## src/hw/rtl/mclk_pkg.sv

```systemverilog
// ----------------------------------------------------------------------------
// Morse keyer package
// Widths, register map, reset values, phase codes and the Morse pattern table.
// ----------------------------------------------------------------------------
package mclk_pkg;

	// Tick counter width.
	localparam int COUNT_WIDTH = 16;
	localparam int REG_W       = 16;
	localparam int CMP_W       = ((COUNT_WIDTH > REG_W) ? COUNT_WIDTH : REG_W) + 1;

	// Stream and register port widths.
	localparam int IN_DATA_W  = 8;
	localparam int OUT_DATA_W = 8;
	localparam int ADDR_W     = 4;
	localparam int APB_DATA_W = 32;

	// Register indexes (byte address is four times the index).
	localparam logic [1:0] REG_DOT  = 2'd0;
	localparam logic [1:0] REG_DASH = 2'd1;
	localparam logic [1:0] REG_GAP  = 2'd2;
	localparam logic [1:0] REG_WORD = 2'd3;

	// Register reset values.
	localparam logic [REG_W-1:0] DOT_RESET  = 16'd500;
	localparam logic [REG_W-1:0] DASH_RESET = 16'd1500;
	localparam logic [REG_W-1:0] GAP_RESET  = 16'd500;
	localparam logic [REG_W-1:0] WORD_RESET = 16'd2000;

	// Character codes.
	localparam logic [7:0] CH_SPACE    = 8'd32;
	localparam logic [7:0] CH_COMMA    = 8'd44;
	localparam logic [7:0] CH_PERIOD   = 8'd46;
	localparam logic [7:0] CH_DIGIT_0  = 8'd48;
	localparam logic [7:0] CH_DIGIT_9  = 8'd57;
	localparam logic [7:0] CH_QUESTION = 8'd63;
	localparam logic [7:0] CH_UPPER_A  = 8'd65;
	localparam logic [7:0] CH_UPPER_Z  = 8'd90;
	localparam logic [7:0] CH_LOWER_A  = 8'd97;
	localparam logic [7:0] CH_LOWER_Z  = 8'd122;

	// Table positions of the non-letter groups.
	localparam logic [5:0] IDX_DIGIT_BASE = 6'd26;
	localparam logic [5:0] IDX_COMMA      = 6'd36;
	localparam logic [5:0] IDX_PERIOD     = 6'd37;
	localparam logic [5:0] IDX_QUESTION   = 6'd38;

	// Input item kinds carried on tuser.
	localparam logic OP_CHAR = 1'b0;
	localparam logic OP_TICK = 1'b1;

	// Keying phases.
	typedef enum logic [2:0] {
		PH_MARK = 3'b001,
		PH_GAP  = 3'b010,
		PH_WORD = 3'b100
	} mclk_phase_t;

	// One Morse pattern: element count and elements, first in bit 0, 1 = dash.
	typedef struct packed {
		logic [2:0] len;
		logic [5:0] bits;
	} mclk_pattern_t;

	localparam mclk_pattern_t MORSE_TABLE [0:38] = '{
		'{3'd2, 6'b000010}, '{3'd4, 6'b000001}, '{3'd4, 6'b000101}, '{3'd3, 6'b000001},
		'{3'd1, 6'b000000}, '{3'd4, 6'b000100}, '{3'd3, 6'b000011}, '{3'd4, 6'b000000},
		'{3'd2, 6'b000000}, '{3'd4, 6'b001110}, '{3'd3, 6'b000101}, '{3'd4, 6'b000010},
		'{3'd2, 6'b000011}, '{3'd2, 6'b000001}, '{3'd3, 6'b000111}, '{3'd4, 6'b000110},
		'{3'd4, 6'b001011}, '{3'd3, 6'b000010}, '{3'd3, 6'b000000}, '{3'd1, 6'b000001},
		'{3'd3, 6'b000100}, '{3'd4, 6'b001000}, '{3'd3, 6'b000110}, '{3'd4, 6'b001001},
		'{3'd4, 6'b001101}, '{3'd4, 6'b000011},
		'{3'd5, 6'b011111}, '{3'd5, 6'b011110}, '{3'd5, 6'b011100}, '{3'd5, 6'b011000},
		'{3'd5, 6'b010000}, '{3'd5, 6'b000000}, '{3'd5, 6'b000001}, '{3'd5, 6'b000011},
		'{3'd5, 6'b000111}, '{3'd5, 6'b001111},
		'{3'd6, 6'b110011}, '{3'd6, 6'b101010}, '{3'd6, 6'b001100}
	};

	// Map a character code to its pattern; codes without one give length zero.
	function automatic mclk_pattern_t morse_lookup(input logic [7:0] code);
		mclk_pattern_t pat;
		logic [5:0] idx;
		logic hit;
		idx = '0;
		hit = 1'b1;
		if (code >= CH_LOWER_A && code <= CH_LOWER_Z) begin
			idx = 6'(code - CH_LOWER_A);
		end else if (code >= CH_UPPER_A && code <= CH_UPPER_Z) begin
			idx = 6'(code - CH_UPPER_A);
		end else if (code >= CH_DIGIT_0 && code <= CH_DIGIT_9) begin
			idx = 6'(code - CH_DIGIT_0) + IDX_DIGIT_BASE;
		end else if (code == CH_COMMA) begin
			idx = IDX_COMMA;
		end else if (code == CH_PERIOD) begin
			idx = IDX_PERIOD;
		end else if (code == CH_QUESTION) begin
			idx = IDX_QUESTION;
		end else begin
			hit = 1'b0;
		end
		pat = hit ? MORSE_TABLE[idx] : '0;
		return pat;
	endfunction

endpackage

```

## src/hw/rtl/morse_code_led_keyer_unit.sv

```systemverilog
// Pipeline: two register stages; an accepted word passes through the input register
// and then the output register, from which it is offered on the output stream.
// Throughput: one word per cycle while the output is not stalled; the input register,
// combinational table lookup and counter compare, and the output register form the whole path.
// Output stalls stop the input only once both registers hold words.
// Reset: asynchronous, active low; LED lit, keyer idle, registers at defaults.
// ----------------------------------------------------------------------------
// Morse code LED keyer
// Plays characters as dot, dash, gap and word-pause phases timed by tick words,
// and reports the LED level and status for every input word.
// ----------------------------------------------------------------------------
module morse_code_led_keyer_unit (
	input  logic                                clk,
	input  logic                                arst_n,
	// Input stream.
	input  logic                                s_tvalid,
	output logic                                s_tready,
	input  logic [mclk_pkg::IN_DATA_W-1:0]      s_tdata,   // [7:0] char_code
	input  logic                                s_tuser,   // [0] operation
	input  logic                                s_tlast,   // end_of_message
	// Output stream.
	output logic                                m_tvalid,
	input  logic                                m_tready,
	output logic [mclk_pkg::OUT_DATA_W-1:0]     m_tdata,   // [0] led_on, [1] busy_res,
	                                                       // [2] dropped, [3] char_done,
	                                                       // [7:4] zero
	// Register port.
	input  logic                                psel,
	input  logic                                penable,
	input  logic                                pwrite,
	input  logic [mclk_pkg::ADDR_W-1:0]         paddr,
	input  logic [mclk_pkg::APB_DATA_W-1:0]     pwdata,
	output logic [mclk_pkg::APB_DATA_W-1:0]     prdata,
	output logic                                pready
);
	import mclk_pkg::*;

	// Timing registers.
	logic [REG_W-1:0] dot_ticks_q, dash_ticks_q, gap_ticks_q, word_ticks_q;
	logic [1:0]       reg_idx;
	logic             reg_wr;

	// Input register.
	logic                 valid_s1;
	logic                 op_s1;
	logic [IN_DATA_W-1:0] char_s1;
	logic                 eom_s1;

	// Output register.
	logic                  out_valid_q;
	logic [OUT_DATA_W-1:0] out_data_q;

	// Keyer state.
	logic                   led_q, active_q, last_pend_q;
	logic [5:0]             bits_q;
	logic [2:0]             left_q;
	mclk_phase_t            phase_q;
	logic [COUNT_WIDTH-1:0] tick_q;

	// Next keyer state and per-word flags.
	logic                   led_d, active_d, last_pend_d;
	logic [5:0]             bits_d;
	logic [2:0]             left_d;
	mclk_phase_t            phase_d;
	logic [COUNT_WIDTH-1:0] tick_d;
	logic                   dropped_d, done_d;

	// Timing compare.
	localparam logic [COUNT_WIDTH-1:0] CNT_LIMIT = '1;
	logic [REG_W-1:0] dur;
	logic [CMP_W-1:0] next_cnt;
	logic             phase_end;
	mclk_pattern_t    pat;

	logic advance;

	// Register port: writes complete in the access cycle, never wait.
	assign pready  = 1'b1;
	assign reg_idx = paddr[ADDR_W-1:2];
	assign reg_wr  = psel && penable && pwrite && pready;

	always_ff @(posedge clk or negedge arst_n) begin
		if (!arst_n) begin
			dot_ticks_q  <= DOT_RESET;
			dash_ticks_q <= DASH_RESET;
			gap_ticks_q  <= GAP_RESET;
			word_ticks_q <= WORD_RESET;
		end else if (reg_wr) begin
			unique case (reg_idx)
				REG_DOT:  dot_ticks_q  <= pwdata[REG_W-1:0];
				REG_DASH: dash_ticks_q <= pwdata[REG_W-1:0];
				REG_GAP:  gap_ticks_q  <= pwdata[REG_W-1:0];
				REG_WORD: word_ticks_q <= pwdata[REG_W-1:0];
				default:  dot_ticks_q  <= dot_ticks_q;
			endcase
		end
	end

	always_comb begin
		unique case (reg_idx)
			REG_DOT:  prdata = APB_DATA_W'(dot_ticks_q);
			REG_DASH: prdata = APB_DATA_W'(dash_ticks_q);
			REG_GAP:  prdata = APB_DATA_W'(gap_ticks_q);
			REG_WORD: prdata = APB_DATA_W'(word_ticks_q);
			default:  prdata = '0;
		endcase
	end

	// Handshake: the input stage moves on when the output register is empty or being read.
	assign advance  = valid_s1 && (!out_valid_q || m_tready);
	assign s_tready = !valid_s1 || advance;
	assign m_tvalid = out_valid_q;
	assign m_tdata  = out_data_q;

	// Input register.
	always_ff @(posedge clk or negedge arst_n) begin
		if (!arst_n) begin
			valid_s1 <= 1'b0;
		end else if (s_tready) begin
			valid_s1 <= s_tvalid;
		end
	end

	always_ff @(posedge clk) begin
		if (s_tready && s_tvalid) begin
			op_s1   <= s_tuser;
			char_s1 <= s_tdata;
			eom_s1  <= s_tlast;
		end
	end

	// Duration of the current phase and end-of-phase compare.
	always_comb begin
		unique case (phase_q)
			PH_MARK: dur = bits_q[0] ? dash_ticks_q : dot_ticks_q;
			PH_WORD: dur = word_ticks_q;
			default: dur = gap_ticks_q;
		endcase
	end

	assign next_cnt  = CMP_W'(tick_q) + CMP_W'(1);
	assign phase_end = (next_cnt >= CMP_W'(dur)) || (next_cnt >= CMP_W'(CNT_LIMIT));
	assign pat       = morse_lookup(char_s1);

	// Keyer next state for the word in the input register.
	always_comb begin
		led_d       = led_q;
		active_d    = active_q;
		last_pend_d = last_pend_q;
		bits_d      = bits_q;
		left_d      = left_q;
		phase_d     = phase_q;
		tick_d      = tick_q;
		dropped_d   = 1'b0;
		done_d      = 1'b0;
		if (op_s1 == OP_CHAR) begin
			if (active_q) begin
				dropped_d = 1'b1;
			end else begin
				tick_d = '0;
				if (char_s1 == CH_SPACE) begin
					last_pend_d = eom_s1;
					active_d    = 1'b1;
					phase_d     = PH_WORD;
					left_d      = '0;
					bits_d      = '0;
				end else if (pat.len == 3'd0) begin
					// Uncoded character finishes at once.
					led_d       = led_q | eom_s1;
					last_pend_d = 1'b0;
					phase_d     = PH_MARK;
					left_d      = '0;
					bits_d      = '0;
					done_d      = 1'b1;
				end else begin
					last_pend_d = eom_s1;
					active_d    = 1'b1;
					phase_d     = PH_MARK;
					led_d       = 1'b1;
					bits_d      = pat.bits;
					left_d      = pat.len;
				end
			end
		end else if (active_q) begin
			if (!phase_end) begin
				tick_d = next_cnt[COUNT_WIDTH-1:0];
			end else begin
				tick_d = '0;
				unique case (phase_q)
					PH_MARK: begin
						led_d   = 1'b0;
						bits_d  = {1'b0, bits_q[5:1]};
						left_d  = (left_q != 3'd0) ? left_q - 3'd1 : left_q;
						phase_d = PH_GAP;
					end
					PH_WORD: begin
						phase_d = PH_GAP;
					end
					default: begin
						if (left_q != 3'd0) begin
							phase_d = PH_MARK;
							led_d   = 1'b1;
						end else begin
							// Sequence over; end of message relights the LED.
							active_d    = 1'b0;
							phase_d     = PH_MARK;
							left_d      = '0;
							bits_d      = '0;
							led_d       = led_q | last_pend_q;
							last_pend_d = 1'b0;
							done_d      = 1'b1;
						end
					end
				endcase
			end
		end
	end

	// Keyer state update.
	always_ff @(posedge clk or negedge arst_n) begin
		if (!arst_n) begin
			led_q       <= 1'b1;
			active_q    <= 1'b0;
			last_pend_q <= 1'b0;
			bits_q      <= '0;
			left_q      <= '0;
			phase_q     <= PH_MARK;
			tick_q      <= '0;
		end else if (advance) begin
			led_q       <= led_d;
			active_q    <= active_d;
			last_pend_q <= last_pend_d;
			bits_q      <= bits_d;
			left_q      <= left_d;
			phase_q     <= phase_d;
			tick_q      <= tick_d;
		end
	end

	// Output register.
	always_ff @(posedge clk or negedge arst_n) begin
		if (!arst_n) begin
			out_valid_q <= 1'b0;
		end else if (advance) begin
			out_valid_q <= 1'b1;
		end else if (m_tready) begin
			out_valid_q <= 1'b0;
		end
	end

	always_ff @(posedge clk) begin
		if (advance) begin
			out_data_q <= {4'b0000, done_d, dropped_d, active_d, led_d};
		end
	end

endmodule

```

## config.mk

```make
export PLATFORM = sky130hd
export DESIGN_NAME = morse_code_led_keyer_unit
export DESIGN_NICKNAME = d
export VERILOG_FILES = /design/src/hw/rtl/mclk_pkg.sv /design/src/hw/rtl/morse_code_led_keyer_unit.sv
export SDC_FILE = /design/constraint.sdc
export NUM_CORES = 1
export LEC_CHECK = 0
export BUFFER_PORTS_ARGS = -buffer_cell sky130_fd_sc_hd__buf_4
export CAP_MARGIN = 20
export CELL_PAD_IN_SITES_DETAIL_PLACEMENT = 1
export CELL_PAD_IN_SITES_GLOBAL_PLACEMENT = 1
export CORE_AREA = 2 2 159 161
export DETAILED_ROUTE_END_ITERATION = 10
export DIE_AREA = 0 0 161 163
export GPL_ROUTABILITY_DRIVEN = 0
export PLACE_DENSITY = 0.57
export SYNTH_ARGS = -nofsm -noshare
export SYNTH_HDL_FRONTEND = slang
export SYNTH_SLANG_ARGS = --single-unit
```

## constraint.sdc

```tcl
create_clock -name clk -period 4.1 [get_ports clk]
set_input_delay 0.82 -clock clk [delete_from_list [all_inputs] [get_ports clk]]
set_output_delay 0.82 -clock clk [all_outputs]
set_load 0.01 [all_outputs]
```

==> impl_metrics.json <==
{
  "status": "complete, no violations",
  "drive_gt1_frac": 0.3176,
  "die-area_um2": 26240,
  "portBuffers": 56,
  "reg2reg_to": "left_q[0]",
  "synth_top_cell_by_area": "dfrtp_1",
  "final_nets": 827,
  "synth_seq_cells": 111,
  "clk_latency_ns": 0.37,
  "grt_usage": 0.1593,
  "grt_overflow": 0,
  "final_cell_mix": "buf_4, dfrtp_1, mux2_2",
  "r2r_cells": 14,
  "pwr-share-comb": 0.374,
  "die_w_um": 161,
  "hold_depth": 1,
  "seq_power_share": 0.391,
  "ant_nets": 0,
  "cts_root_buf": "clkbuf_16",
  "cts.sinks": 111,
  "layout_commonest_cell": "buf_4",
  "worstMarginPinSlew_ns": 0.9380,
  "holdPathEnd": "m_tvalid",
  "setup_viol": 0,
  "drt-initial-drc-count": 282,
  "postSynthCellCount": 681,
  "ys.flop_type": "dfrtp_1",
  "crit_fanout": 4,
  "rsz0062_at_grt": "no",
  "wl_per_cell_um": 19.23,
  "path_clk_slew_ns": 0.09,
  "grt_max_degree": 67,
  "power.internal_w": 0.002548,
  "startpoint": "tick_q[0]",
  "routed_wl_um": 20640,
  "end_kind": "flop",
  "rr_startpoint": "tick_q[0]",
  "skew_ns": 0.01260,
  "p_sw_w": 0.001485,
  "crit_type": "flop to flop",
  "via_per_inst": 5.281,
  "synth_area_leaders": "dfrtp_1, mux2_2, dfstp_2",
  "ys_types": 79,
  "finalCritPeriodShare": 0.9261,
  "grt_pass1_wl_um": 33020,
  "peakVddDrop_uv": 211.1,
  "switching_share": 0.3682,
  "h-tree-depth": 3,
  "n_antenna_cell": 0,
  "p_leak_nw": 3.558,
  "grt_pass1_vias": 6016,
  "period_needed_ns": 3.797,
  "core_region_area_um2": 24670,
  "yosysWarnings": 0,
  "slew_violations": 0,
  "area_growth_pct": 16.41,
  "clockBufferDepth": 2,
  "dpl.hpwl_um": 14960,
  "async_flop_share": 0.8739,
  "finalHoldViolations": 0,
  "synth_top_area_frac": 0.2413,
  "io_pins": 96,
  "worstHoldStart": "valid_s1",
  "start_kind": "flop",
  "syn_area_per_cell_um2": 10.66,
  "setup-tns-final_ns": 0,
  "drc_errors": 0,
  "max_cap_violations": 0,
  "fp.dieH_um": 163,
  "cp_data_required_time_ns": 4.36,
  "arrival_ns": 4.05,
  "p_per_area_nw_per_um2": 477.2,
  "timing.hold.ws_ns": 0.4937,
  "fin_util": 0.3425,
  "cts_made_buffers": 9,
  "yosysSeqAreaShare": 0.3969,
  "vias": 5667,
  "rows": 58,
  "initial_utilization": 0.2943,
  "regToRegSetupSlack_ns": 0.30,
  "synth_edf_count": 14,
  "netlist_area_um2": 7261,
  "fmax_mhz": 263.4,
  "clockPowerShare": 0.235,
  "cts_tree": "built",
  "hold_path_class": "flop to flop",
  "slew_headroom": 0.3727,
  "first_pass_iters": 4,
  "ctsHoldBuffers": 0,
  "antenna_found_initial": 0
}
## worst max-delay path by stage
stage | slack [ns] | to | cells past startpoint
after detailed placement | 0.17 | m_tdata[0] | 15
final | 0.30 | left_q[0] | 14
after global routing | 0.01 | m_tdata[0] | 16
after floorplan | 0.39 | m_tdata[0] | 16
after CTS | 0.06 | m_tdata[0] | 12
after global placement | 0.20 | m_tdata[0] | 15
## per-stage QoR
stage	setup WS, ns	power (W)	area [um^2]	instances
floorplan	0.3886	0.002528	7332	700
global placement	0.2020	0.003026	8090	1054
detailed placement	0.1672	0.003105	8090	1054
CTS	0.05527	0.004075	8404	1070
global route	0.01098	0.004299	8452	1073
finish	0.3030	0.004034	8452	1073
## power groups by stage
stage	Combinational (W)	Clock, W	Sequential [W]
global placement	0.00146	0	0.00157
CTS	0.00152	0.000980	0.00157
floorplan	0.00100	0	0.00153
finish	0.00151	0.000947	0.00158
global route	0.00167	0.00102	0.00161
detailed placement	0.00151	0	0.00159
## worst max-delay path, cell delays in order (launching register included)
cell	delay, ns
dfrtp_1	0.39
ha_1	0.22
nand4_1	0.22
o31ai_1	0.45
nand2_1	0.21
ha_1	0.36
nand4_1	0.16
nor2_1	0.14
o21ai_0	0.09
a21oi_1	0.18
o221a_2	0.32
nor2_4	0.08
o31a_1	0.32
or2_4	0.25
mux2_4	0.30
## sequential cells by signal, indices dropped and copies added (netlist names)
| register | flops |
|---|---|
| tick_q | 16 |
| char_s1 | 8 |
| bits_q | 6 |
| m_tvalid | 1 |
| led_q | 1 |
| eom_s1 | 1 |
| phase_q | 3 |
| dot_ticks_q | 16 |
| last_pend_q | 1 |
| left_q | 3 |
| gap_ticks_q | 16 |
| op_s1 | 1 |
| valid_s1 | 1 |
| active_q | 1 |
| word_ticks_q | 16 |
| m_tdata | 4 |
| dash_ticks_q | 16 |
## cells by family (layout without fill, tap and decap cells)
logic type	after synthesis	count (layout)	share of synthesized area
other	2	21	0.001034
adder cells (fa/ha/maj)	36	36	0.06204
AND/OR/NAND/NOR	166	166	0.1189
buffers and inverters	85	128	0.05704
AO/OA/AOI/OAI	163	163	0.1641
flip-flops	111	111	0.3969
multiplexers	106	106	0.1856
XOR/XNOR	12	12	0.01448
## metal layers
layer / routed length, um / global-route usage / share of wire
met1: 9520 / 0.2122 / 0.46
met3: 757 / 0.02928 / 0.037
met5: 0 / 0 / 0
met2: 10110 / 0.2680 / 0.49
met4: 250 / 0.04018 / 0.012
## cell usage after synthesis, drive strengths merged, types with 7 or more instances
library cell,number
dfrtp,70
mux2,66
nor2,48
ha,36
buf,33
nand2,33
o21ai,31
clkbuf,27
dfstp,27
a21oi,25
inv,25
mux2i,24
a221oi,17
mux4,16
edfxtp,14
nor3,13
nand3,11
a22o,10
nand4,9
o211ai,9
nand2b,8
nor2b,8
a31oi,7
nor3b,7
xnor2,7
## repair_timing
action	4_1_cts	5_1_grt
resized for setup	0	7
buffers inserted	0	3
setup endpoints to repair	0	23
hold endpoints to repair	0	0
## cell type report
| cell class | count | area [um^2] |
|---|---|---|
| timing repair buffer | 87 | 665.6 |
| sequential | 111 | 2882 |
| clock inverter | 7 | 88.84 |
| multi-input combinational | 504 | 4084 |
| fill | 2799 | 16220 |
| tap | 330 | 412.9 |
| clock buffer | 9 | 225.2 |
| inverter | 25 | 93.84 |
(Power assumes the default switching activity.)
